<file path="config.mk">
export PLATFORM = sky130hd
export DESIGN_NAME = lpcp_sqrt_cell
export DESIGN_NICKNAME = d
export VERILOG_FILES = /design/src/rtl/lpcp_sqrt_cell.sv
export SDC_FILE = /design/constraint.sdc
export NUM_CORES = 1
export LEC_CHECK = 0
export BUFFER_PORTS_ARGS = -buffer_cell sky130_fd_sc_hd__buf_2
export CORE_UTILIZATION = 52
export CTS_CLUSTER_DIAMETER = 40
export DETAILED_ROUTE_END_ITERATION = 6
export GPL_TIMING_DRIVEN = 0
export HOLD_SLACK_MARGIN = 0.03
export PLACE_DENSITY = 0.85
export SYNTH_ARGS = -nofsm -noshare
export SYNTH_HDL_FRONTEND = slang
export SYNTH_SLANG_ARGS = --single-unit
</file>
<file path="constraint.sdc">
create_clock -name aclk -period 3.9 [get_ports aclk]
set_clock_uncertainty 0.1 [all_clocks]
set_input_delay 0.195 -clock aclk [delete_from_list [all_inputs] [get_ports aclk]]
set_output_delay 0.195 -clock aclk [all_outputs]
set_load 0.1 [all_outputs]
</file>
<file path="src/rtl/lpcp_sqrt_cell.sv">
// ----------------------------------------------------------------------------
// lpcp_sqrt_cell: one root bit of an integer square root
// Takes two radicand bits, decides one root bit, hands all on registered.
// ----------------------------------------------------------------------------
module lpcp_sqrt_cell #(
    parameter int R_W = 26
) (
    input  logic               aclk,
    input  logic               en,
    input  logic [2*R_W-1:0]   rad_in,
    input  logic [R_W+2:0]     rem_in,
    input  logic [R_W-1:0]     root_in,
    output logic [2*R_W-1:0]   rad_out,
    output logic [R_W+2:0]     rem_out,
    output logic [R_W-1:0]     root_out
);

    localparam int RAD_W = 2 * R_W;
    localparam int REM_W = R_W + 3;

    logic [REM_W-1:0] rem_sh;
    logic [REM_W-1:0] trial;
    logic             take;
    logic [REM_W-1:0] rem_next;
    logic [R_W-1:0]   root_next;
    logic [RAD_W-1:0] rad_next;
    logic [RAD_W-1:0] rad_reg;
    logic [REM_W-1:0] rem_reg;
    logic [R_W-1:0]   root_reg;

    // remainder never exceeds twice the partial root, so its top bits are zero
    assign rem_sh = {rem_in[REM_W-3:0], rad_in[RAD_W-1 -: 2]};
    assign trial  = REM_W'({root_in, 2'b01});
    assign take   = rem_sh >= trial;

    always_comb begin
        rem_next  = take ? (rem_sh - trial) : rem_sh;
        root_next = {root_in[R_W-2:0], take};
        rad_next  = {rad_in[RAD_W-3:0], 2'b00};
    end

    always_ff @(posedge aclk) begin
        if (en) begin
            rad_reg  <= rad_next;
            rem_reg  <= rem_next;
            root_reg <= root_next;
        end
    end

    assign rad_out  = rad_reg;
    assign rem_out  = rem_reg;
    assign root_out = root_reg;

endmodule

</file>
; Yosys cells after proc, flatten, opt, wreduce, memory -nomap -nowiden
; Cells that the tools add are included.
[op_classes]
add_sub_neg = 1
magnitude_cmp = 1
mux = 1
[ops]
columns = op, count
row1 = 29-bit by 28-bit greater-or-equal comparator with 1-bit output, 1
row2 = 29-bit two-way mux, 1
row3 = 29-bit by 28-bit subtractor with 29-bit output, 1
[totals]
ff_bits = 105
inputBits = 109
out_inout_bits = 107
word_cells = 6

; Logic depth before layout (Yosys ltp)
[logic_depth]
word_depth = 2
depth_mapped = 13
depth_no_buf = 10

; Worst setup path before layout
; No wires, ideal clock.
[synth_path]
path_type = input port to flip-flop
startpoint = input port root_in[0]
endpoint = register rem_reg[11] (netlist: rem_out[11]) (data pin)
setup_ns = 0.260
arrival_time_ns = 2.341
setup_slack_ns = 1.199
stages = 12
path_buffers = 2
path_cell_list = inv_1 -> ha_1 -> o21ai_2 -> a221oi_4 -> nor3_4 -> o311ai_4 -> nand4_4 -> and2_4 -> buf_6 -> inv_8 -> buf_12 -> mux2_4
[synth_between]
elab_chain_cells = 2
elab_cells_between_ends = 3
[synth_rtl]
columns = element, line
row1 = "start, declared", 12  ; input logic [R_W-1:0] root_in,
row2 = 29-bit by 28-bit subtractor with 29-bit output / 29-bit by 28-bit greater-or-equal comparator with 1-bit output (equally long branches), "37, 34"
row3 = 29-bit two-way mux *, 37  ; rem_next = take ? (rem_sh - trial) : rem_sh;
row4 = net rem_next[11], 24  ; logic [REM_W-1:0] rem_next;
row5 = "end signal, assigned", 45  ; rem_reg <= rem_next;
row6 = "end, declared", 28  ; logic [REM_W-1:0] rem_reg;
; Mark *: on every way through the listed nets, which the timed path passes. The rest lies on a longest branch.
; A chain may end at the register's enable or synchronous reset.

; Worst setup path after layout
[layout_path]
startpoint = input port root_in[5]
endpoint = register rem_reg[19] (netlist: rem_out[19]) (data pin)
[layout_between]
elab_chain_cells = 2
elab_cells_between_ends = 3
[layout_rtl]
columns = element, line
row1 = 29-bit by 28-bit greater-or-equal comparator with 1-bit output, 34  ; assign take = rem_sh >= trial;
row2 = net take, 23  ; logic take;
row3 = 29-bit two-way mux, 37
row4 = net rem_next[19], 24
; The timed path passes the listed nets, and every way through them passes these cells.

==> impl_results.md <==
- CTS HTree Levels: 3
- Gate power share: 0.416
- Fin crit share: 0.861
- Core area: 9770 um2
- Share of the synthesized area in the top cell type: 0.600
- Hold Crit Class: input pin to flip-flop
- Layout cells sized above 1: 0.373
- Total gr overflow: 0
- Unrepaired setup endpoints after global routing: false
- Design Area, Final: 7570 um2
- DRC viols: 0
- Final Routed Wirelength: 15200 um
- Post-Synthesis Cells: 387
- CTS Sinks: 105
- ANT nets after route: 0
- Actual slew at the worst max-slew pin: 658 ps
- Starting Density: 0.538
- Area leader, netlist: edfxtp_1
- Tmin final: between 3000 and 4000 ps
- Cell Int Power: 2040 uW
- Clock buffer depth: 2
- Largest net degree at the start of global routing: 59
- Max rail drop VDD: 0.234 mV
- First-pass DRT Iterations: 5
- Syn Area/Cell: 13.6 um2
- FFs w/ async S/R, synth: 0
- GRT Util Overall: 0.293
- Clk slew on worst S/H paths: 90 ps
- Worst path max stage delay: 530 ps
- Pwr Density: 477 nW/um2
- Setup crit start kind: input pin
- Final hold vios: 0
- Setup_tns: 0 ps
- Synth cell count leaders: edfxtp_1, inv_1, ha_1
- Setup ws final: 542 ps
- CP max-delay cell: dlygate4sd3_1
- Drt via density: 5.33
- Sequential share of power: 0.392
- Sequential share of the synthesized area: 0.600
- Crit path DAT: 3390 ps
- Register area: ~3200 um2
- Unique masters post-synth: 53
- Placement Rows: 36
- Buffers on Ports: 211
- Clock network power share: 0.192
- Multi-input logic area: between 1500 and 2000 um2
- Leakage: 0.00339 uW
- Via count: 4454
- Critical path class: input pin to flip-flop
- Total number of yosys warnings: 0
- Gpl congestion: 0.884
- CTS tree: built
- Max_slew headroom: 0.562
- Place WS: 711 ps
- CP Buf/Inv Count: 6
- Sw frac: 0.434
- First-pass GRT wire length: 22600 um
- TritonCTS Buffers: 9
- Most frequent cell after synthesis: edfxtp_1
- Setup Buffers After CTS: 0
- Fin. max-slew vios: 0
- Wire length per cell: 18.2 um
- Synthesized cell area: 5260 um2
- Die footprint: 10500 um2
- Layout Nets: 834
- CP top delay family: buffers and inverters
- Final setup vio count: 0
- P&R area growth vs syn: 44.0%
- Vias in the first global route: about 4500
- Die H: between 100 and 150 um
- Total I/O pin count: approximately 220
- Initial antenna violation count: 1
- Setup crit end kind: flip-flop
- Max-Cap Viols: 0
- Post-place instance area: around 6500 um2
- Largest fanout on the critical path: 10
- Top_reg_cell synth: edfxtp_1
- Post-synth EDFFs: 105
- Max Fclk: 0.298 GHz
- #FFs+latches synth: 105
- Psw: approximately 1600 uW
- Status: completed
- Die X: 103 um
- Post-DP HPWL: 9770 um
- Cells along the critical path: dlygate4sd3_1 > buf_2 > inv_1 > ha_1 > nand3_1 > a221oi_4 > nor3_4 > o311ai_4 > nand4_4 > and2_4 > buf_6 > inv_8 > buf_12 > mux2_4
- Fill count: 606
- Initial DRC count: 246
- Required time of the critical path: 3930 ps
- Synth top area cells: edfxtp_1, ha_1, mux2_4, xnor2_1, a21oi_1
- Clock root buffer: clkbuf_8
registers in the layout, indices dropped and copies added (netlist names):
name,count
rad_out,50
rem_out,29
root_out,26
metrics by stage:
stage | hold WS, ps | util | total power (uW) | std cells
after floorplan | 194 | - | 2590 | 388
after global placement | 272 | 0.663 | 2820 | 732
after detailed placement | 273 | 0.666 | 2850 | 733
after CTS | 31.2 | 0.774 | 3590 | 835
after global routing | 34.7 | 0.774 | 3720 | 836
final | 39.7 | 0.774 | 3610 | 836
repair_timing:
item / in CTS / in global routing
hold endpoints to repair: 86 / 0
hold buffers: 86 / 0
resized for setup: 0 / 0
routing by layer:
metal / part of all wire / vias to the layer above / GRT usage / routed length, um
li1: - / 2072 / - / -
met1: 0.36 / 2069 / 0.316 / 5480
met2: 0.52 / 250 / 0.530 / 7830
met3: 0.082 / 63 / 0.0753 / 1250
met4: 0.042 / 0 / 0.148 / 638
met5: 0 / - / 0 / 0
final cells by class:
| type | count | area share |
|---|---|---|
| clock inverters | 6 | 0.00843 |
| well taps | 133 | 0.0220 |
| repair buffers | 298 | 0.257 |
| plain buffers | 8 | 0.0104 |
| inverters | 35 | 0.0184 |
| flip-flops and latches | 105 | 0.417 |
| multi-input cells | 240 | 0.250 |
| diodes | 1 | 0.000331 |
| clock buffers | 10 | 0.0169 |
placed cells by master (no fill, tap or decap), types with 3 or more instances in the layout:
master / netlist / final
o21ai_0: 21 / 21
a21oi_1: 27 / 27
xor2_1: 6 / 6
a31oi_1: 5 / 5
nand3_1: 10 / 10
a21boi_0: 3 / 3
nor3_1: 4 / 4
xnor2_1: 17 / 17
and3_1: 3 / 3
nand4_1: 5 / 5
buf_2: 0 / 210
o31ai_1: 3 / 3
nor2_1: 14 / 14
a211oi_1: 3 / 3
dlygate4sd3_1: 0 / 86
buf_4: 2 / 3
inv_1: 34 / 34
ha_1: 28 / 28
a21o_1: 12 / 12
o21bai_1: 3 / 3
clkbuf_8: 0 / 9
nor2b_1: 5 / 5
o21a_1: 3 / 3
edfxtp_1: 105 / 105
clkbuf_1: 2 / 3
nand2_1: 14 / 14
mux2_4: 18 / 18
o211ai_1: 4 / 4
and2_1: 4 / 4
kinds of logic (layout without fill, tap and decap cells):
logic type	count (synthesis)	after routing	synth area share
flops	105	105	0.600
compound gates	97	97	0.124
simple gates	69	69	0.0719
buf+inv	43	357	0.0414
fa+ha+maj	28	28	0.0667
xor+xnor	23	23	0.0383
mux	21	21	0.0576
other cells	1	3	0.000713
power groups by stage:
stage               Combinational, uW  Sequential [uW]  Clock, uW
finish                           1500             1410        694
global route                     1560             1420        732
CTS                              1480             1410        699
detailed placement               1410             1430          0
global placement                 1390             1430          0
floorplan                         338             2250          0
worst paths after layout:
check	start	end	slack, ps	depth (start not counted)
worst max-delay path	root_in[5]	rem_out[19]	540	14
worst min-delay path	rem_in[12]	rem_out[14]	40	2
No activity file was read; power rests on OpenSTA's default activity.
