[src/rtl/lpcp_div_cell.sv]
// ----------------------------------------------------------------------------
// lpcp_div_cell: one quotient bit of an unsigned restoring divider
// Compares the remainder with the shifted divisor and hands all on registered.
// ----------------------------------------------------------------------------
module lpcp_div_cell #(
    parameter int N_W   = 8,
    parameter int D_W   = 8,
    parameter int Q_W   = 8,
    parameter int SHIFT = 0
) (
    input  logic           aclk,
    input  logic           en,
    input  logic [N_W-1:0] rem_in,
    input  logic [D_W-1:0] den_in,
    input  logic [Q_W-1:0] quo_in,
    output logic [N_W-1:0] rem_out,
    output logic [D_W-1:0] den_out,
    output logic [Q_W-1:0] quo_out
);

    localparam int CW = (N_W > D_W + SHIFT) ? N_W : D_W + SHIFT;

    logic [CW-1:0]  rem_ext;
    logic [CW-1:0]  trial;
    logic           take;
    logic [N_W-1:0] rem_next;
    logic [Q_W-1:0] quo_next;
    logic [N_W-1:0] rem_reg;
    logic [D_W-1:0] den_reg;
    logic [Q_W-1:0] quo_reg;

    assign rem_ext = CW'(rem_in);
    assign trial   = CW'(den_in) << SHIFT;
    assign take    = rem_ext >= trial;

    always_comb begin
        rem_next = take ? N_W'(rem_ext - trial) : rem_in;
        quo_next = quo_in | (Q_W'(take) << SHIFT);
    end

    always_ff @(posedge aclk) begin
        if (en) begin
            rem_reg <= rem_next;
            den_reg <= den_in;
            quo_reg <= quo_next;
        end
    end

    assign rem_out = rem_reg;
    assign den_out = den_reg;
    assign quo_out = quo_reg;

endmodule

[config.mk]
export PLATFORM = sky130hd
export DESIGN_NAME = lpcp_div_cell
export DESIGN_NICKNAME = d
export VERILOG_FILES = /design/src/rtl/lpcp_div_cell.sv
export SDC_FILE = /design/constraint.sdc
export NUM_CORES = 1
export LEC_CHECK = 0
export ABC_CLOCK_PERIOD_IN_PS = 2300
export BUFFER_PORTS_ARGS = -buffer_cell sky130_fd_sc_hd__buf_2
export CORE_MARGIN = 2
export CORE_UTILIZATION = 42
export CTS_CLUSTER_DIAMETER = 200
export CTS_CLUSTER_SIZE = 40
export DETAILED_ROUTE_END_ITERATION = 16
export GPL_ROUTABILITY_DRIVEN = 0
export MAX_ROUTING_LAYER = met4
export PLACE_DENSITY_LB_ADDON = 0.25
export SLEW_MARGIN = 20
export SYNTH_ARGS = -nofsm -noshare
export SYNTH_HDL_FRONTEND = slang
export SYNTH_SLANG_ARGS = --single-unit
[constraint.sdc]
create_clock -name aclk -period 2.3 [get_ports aclk]
set_clock_uncertainty 0.1 [all_clocks]
set_input_delay 0.115 -clock aclk [delete_from_list [all_inputs] [get_ports aclk]]
set_output_delay 0.115 -clock aclk [all_outputs]
set_load 0.05 [all_outputs]
# [Word-level counts from Yosys, hierarchy flattened]
# Index checks and enable logic that the tools add are counted.
[totals] regBits=24 out_inout_bits=24 word_cells=7 in_bits=26
[classes] muxes=1 bitwise=1 order_cmp=1 add_sub_neg=1
[ops] operator="8-bit greater-or-equal comparator" n=1
[ops] operator="8-bit two-way mux" n=1
[ops] operator="8-bit by 1-bit OR with 8-bit output" n=1
[ops] operator="8-bit subtractor" n=1

# [Longest topological paths before layout]
[depth] ltp_word=2 depth_mapped=8 depth_no_buf=8

# [Worst setup path after synthesis]
# OpenSTA, ideal clock, no wires.
[synth_timing] path_type="input to register" start="in rem_in[0]" end="reg rem_reg[2] (netlist: rem_out[2]) (data pin)" setup_slack_ns=0.088 n_path_buf=0 setup_ns=0.260 arrival_time_ns=1.852 path_stages=8 required_time_ns=1.940 cell_sequence="inv_1 ha_1 fa_1 nand2b_1 a21oi_2 o221ai_2 a22oi_4 mux2_2"
[synth_via] elab_chain_cells=2 word_cells_on_any_way=3 cone_classes="add/sub: 1; order compare: 1; mux: 1"
[synth_lines] item="start, declared" line_no="13" source="input logic [N_W-1:0] rem_in,"
[synth_lines] item="8-bit subtractor / 8-bit greater-or-equal comparator (equally long branches)" line_no="37, 34"
[synth_lines] item="8-bit two-way mux *" line_no="37" source="rem_next = take ? N_W'(rem_ext - trial) : rem_in;"
[synth_lines] item="via rem_next[2]" line_no="26" source="logic [N_W-1:0] rem_next;"
[synth_lines] item="end signal, assigned" line_no="43" source="rem_reg <= rem_next;"
[synth_lines] item="end, declared" line_no="28" source="logic [N_W-1:0] rem_reg;"
# Mark *: on every way through the listed nets, which the timed path passes. The rest lies on a longest branch.
# A chain may end at the register's enable or synchronous reset.

# [Final worst setup path]
[layout_timing] start="in den_in[2]" end="reg rem_reg[2] (netlist: rem_out[2]) (data pin)"
[layout_via] elab_chain_cells=2 word_cells_on_any_way=3 cone_classes="add/sub: 1; order compare: 1; mux: 1"
[layout_lines] item="start, declared" line_no="14" source="input logic [D_W-1:0] den_in,"
[layout_lines] item="8-bit subtractor / 8-bit greater-or-equal comparator (equally long branches)" line_no="37, 34"
[layout_lines] item="8-bit two-way mux *" line_no="37"
[layout_lines] item="via rem_next[2]" line_no="26"
# Marks and branches as above.

==> flow_results.xml <==
<?xml version="1.0" encoding="UTF-8"?>
<metrics>
  <group name="logic_synthesis">
    <metric name="syn-cell-area" unit="µm²">1220</metric>
    <metric name="synth.yosys.seq_area_share" unit="%">59.2</metric>
    <metric name="synth.yosys.warnings" unit="">0</metric>
    <metric name="yosys.area.top_type" unit="">edfxtp_1</metric>
    <metric name="ys_async_sr_fraction" unit="%">0</metric>
    <metric name="synthTopCellsByCount" unit="">edfxtp_1 (24), inv_1 (12), ha_1 (8), nor2_1 (7)</metric>
    <metric name="avgSynthCellArea" unit="µm²">13.5</metric>
    <metric name="postSynth.topFlopCell" unit="">edfxtp_1</metric>
    <metric name="yosys.cell_count.top_type" unit="">edfxtp_1</metric>
    <metric name="synth.top_cells.by_area" unit="">edfxtp_1 (59%), ha_1 (8.2%), mux2_2 (4.6%), inv_1 (3.7%), nor2_1 (2.2%)</metric>
    <metric name="ys_seq_elements" unit="">24</metric>
    <metric name="netlist.area_leader.share" unit="%">59.2</metric>
    <metric name="syn_nets" unit="">125</metric>
    <metric name="synth_edf_count" unit="">24</metric>
    <metric name="postSynthCellCount" unit="">90</metric>
    <metric name="synth.lib_cells_used.distinct" unit="">29</metric>
  </group>
  <group name="die">
    <metric name="floorplan.initialDensity" unit="%">44.1</metric>
    <metric name="fp.dieW" unit="µm">57.8</metric>
    <metric name="rows" unit="">19</metric>
    <metric name="num_io_pins" unit="">50</metric>
    <metric name="floorplan.die_area" unit="µm²">3350</metric>
    <metric name="floorplan.core_area" unit="µm²">2760</metric>
    <metric name="die_h" unit="µm">57.8</metric>
  </group>
  <group name="setup_path">
    <metric name="worst_setup_path_endpoint" unit="">rem_out[2]</metric>
    <metric name="worst_setup_path_startpoint" unit="">den_in[2]</metric>
    <metric name="path_max_fanout" unit="">7</metric>
    <metric name="worst_setup_path_start_kind" unit="">input port</metric>
    <metric name="critPathArrivalTime" unit="ns">2.17</metric>
    <metric name="worstPathRequired" unit="ns">2.28</metric>
    <metric name="crit_path_end_kind" unit="">register</metric>
    <metric name="criticalPathCategory" unit="">in2reg</metric>
  </group>
  <group name="min_path">
    <metric name="worst_hold_path_type" unit="">in2reg</metric>
  </group>
  <group name="clocking">
    <metric name="root_buffer" unit="">clkbuf_4</metric>
    <metric name="cts_htree_levels" unit="">1</metric>
    <metric name="deepest_clock_path_buffer_count" unit="">2</metric>
    <metric name="post_cts_buffers" unit="">0</metric>
    <metric name="cts_made_buffers" unit="">3</metric>
    <metric name="clkSinkCount" unit="">24</metric>
    <metric name="tritoncts" unit="">yes</metric>
    <metric name="worst_setup_hold_path_clk_slew" unit="ns">0.13</metric>
  </group>
  <group name="layout">
    <metric name="area_growth_syn_to_layout" unit="%">41.1</metric>
    <metric name="layout.nets" unit="">199</metric>
    <metric name="final.fill_count" unit="">215</metric>
    <metric name="post_route_cells_drive_above_1_share" unit="%">40.5</metric>
    <metric name="final_util" unit="%">62.3</metric>
    <metric name="n_antenna_cell" unit="">0</metric>
  </group>
  <group name="pwr">
    <metric name="power-per-cell-area" unit="nW/µm²">654</metric>
    <metric name="total_power" unit="mW">1.12</metric>
    <metric name="ir_worst_vdd" unit="mV">0.422</metric>
    <metric name="power.static_leakage" unit="nW">0.777</metric>
  </group>
  <group name="route">
    <metric name="avgRoutedWirePerCell" unit="µm">12.3</metric>
    <metric name="postRouteWirelength" unit="µm">2380</metric>
    <metric name="via_count" unit="">931</metric>
    <metric name="average_via_count_per_standard_cell" unit="">4.80</metric>
    <metric name="antenna_violating_nets_post_route" unit="">0</metric>
    <metric name="detail_route.first_pass.iterations" unit="">3</metric>
    <metric name="initialDrtViolationCount" unit="">6</metric>
    <metric name="drc" unit="">0</metric>
  </group>
  <group name="global_route">
    <metric name="globalRouteOverflowTotal" unit="">0</metric>
    <metric name="first_global_vias" unit="">896</metric>
    <metric name="antenna_found_initial" unit="">0</metric>
    <metric name="grt_first_pass_wirelength" unit="µm">3670</metric>
    <metric name="groute.usage.overall" unit="%">15.0</metric>
    <metric name="grt_start_max_net_pins" unit="">25</metric>
  </group>
  <group name="timing">
    <metric name="max_clock_freq" unit="MHz">455</metric>
    <metric name="timing.final.hold_violations" unit="">0</metric>
    <metric name="rsz0062_at_grt" unit="">no</metric>
    <metric name="hold_slack" unit="ns">0.0190</metric>
    <metric name="worst_slew_pin_slew" unit="ns">0.546</metric>
    <metric name="setup_viol_count_final" unit="">0</metric>
    <metric name="fin_crit" unit="ns">2.20</metric>
    <metric name="timing_max_transition_violations_final" unit="">0</metric>
    <metric name="fin_tns_setup" unit="ns">0</metric>
    <metric name="timing.slew.headroom" unit="%">63.6</metric>
    <metric name="period_share" unit="%">95.5</metric>
  </group>
  <group name="flow_run">
    <metric name="drv_cap" unit="">0</metric>
  </group>
  <group name="placement">
    <metric name="dp.final_hpwl" unit="µm">1670</metric>
    <metric name="port_buffers" unit="">49</metric>
  </group>
  <group name="outcome">
    <metric name="status" unit="">finished, final reports clean</metric>
  </group>
</metrics>
## worst min path at each step
stage                         start    endpoint  slack [ns]  cells after the start
after global placement    quo_in[5]  quo_out[5]        0.19                      1
after floorplan           den_in[0]  den_out[0]        0.11                      0
after global routing      rem_in[5]  rem_out[5]       0.002                      2
after CTS                 rem_in[4]  rem_out[4]       0.006                      2
after detailed placement  quo_in[5]  quo_out[5]        0.20                      1
final                     rem_in[4]  rem_out[4]        0.02                      2
## area by class of cell
cell class / instances / area (µm²) / area share, %
tap: 31 / 38.8 / 2.26
clock buffer: 3 / 22.5 / 1.31
timing repair buffer: 69 / 435 / 25.3
clock inverter: 1 / 3.75 / 0.218
sequential: 24 / 721 / 42.0
inverter: 12 / 45.0 / 2.62
multi-input combinational: 54 / 452 / 26.3
## worst max-delay path: stages
cell           delay (ns)
dlygate4sd3_1        0.52
buf_2                0.11
inv_1                0.04
ha_1                 0.35
nand2b_1             0.09
a21oi_2              0.16
o221ai_2             0.16
a22oi_4              0.26
mux2_2               0.37
## layout by cell type (no fill, tap or decap), types with 2 or more instances in the layout
cell type / count
buf_2: 49
ha_1: 8
inv_1: 12
mux2_2: 5
nand3_1: 3
edfxtp_1: 24
or2_2: 2
a21oi_1: 5
buf_4: 4
nor2_1: 7
o211ai_1: 2
xnor2_1: 2
clkbuf_4: 3
dlygate4sd3_1: 16
mux2i_1: 2
## state kept, by name, summed over array words and instances (netlist names)
| register | count |
|---|---|
| rem_out | 8 |
| den_out | 8 |
| quo_out | 8 |
## cells by family after synthesis
group	Yosys count	synth area share [%]
DFF	24	59.2
and+or+nand+nor	18	7.30
AOI/OAI and AO/OA	17	11.5
buffers and inverters	12	3.70
adders and majority gates	9	9.87
muxes	7	6.27
xor gates and xnor gates	3	2.16
## metrics by stage
stage	worst slack [ns]	area, µm²	std cells
finish	0.104	1720	194
global route	0.00241	1720	194
CTS	0.0929	1720	194
global placement	0.0201	1530	174
detailed placement	-0.0194	1530	174
floorplan	0.0879	1220	90
## metal layers
metal / vias to the layer above / GRT usage (%) / part of all wire [%]
met5: - / - / 0
met4: 0 / 4.98 / 0.88
met3: 2 / 3.13 / 6.1
met2: 31 / 25.6 / 50
met1: 419 / 17.5 / 43
li1: 479 / - / -
## where the power goes
part | switching [mW] | internal, mW
registers | 0.00785 | 0.532
clock network | 0.125 | 0.0634
logic | 0.258 | 0.137
## what timing repair did
action                                 in CTS  in global routing
resized for setup                           0                  0
endpoints found under the hold margin      16                  0
hold buffers                               16                  0
Note: power is estimated with default switching activity, not from simulation.
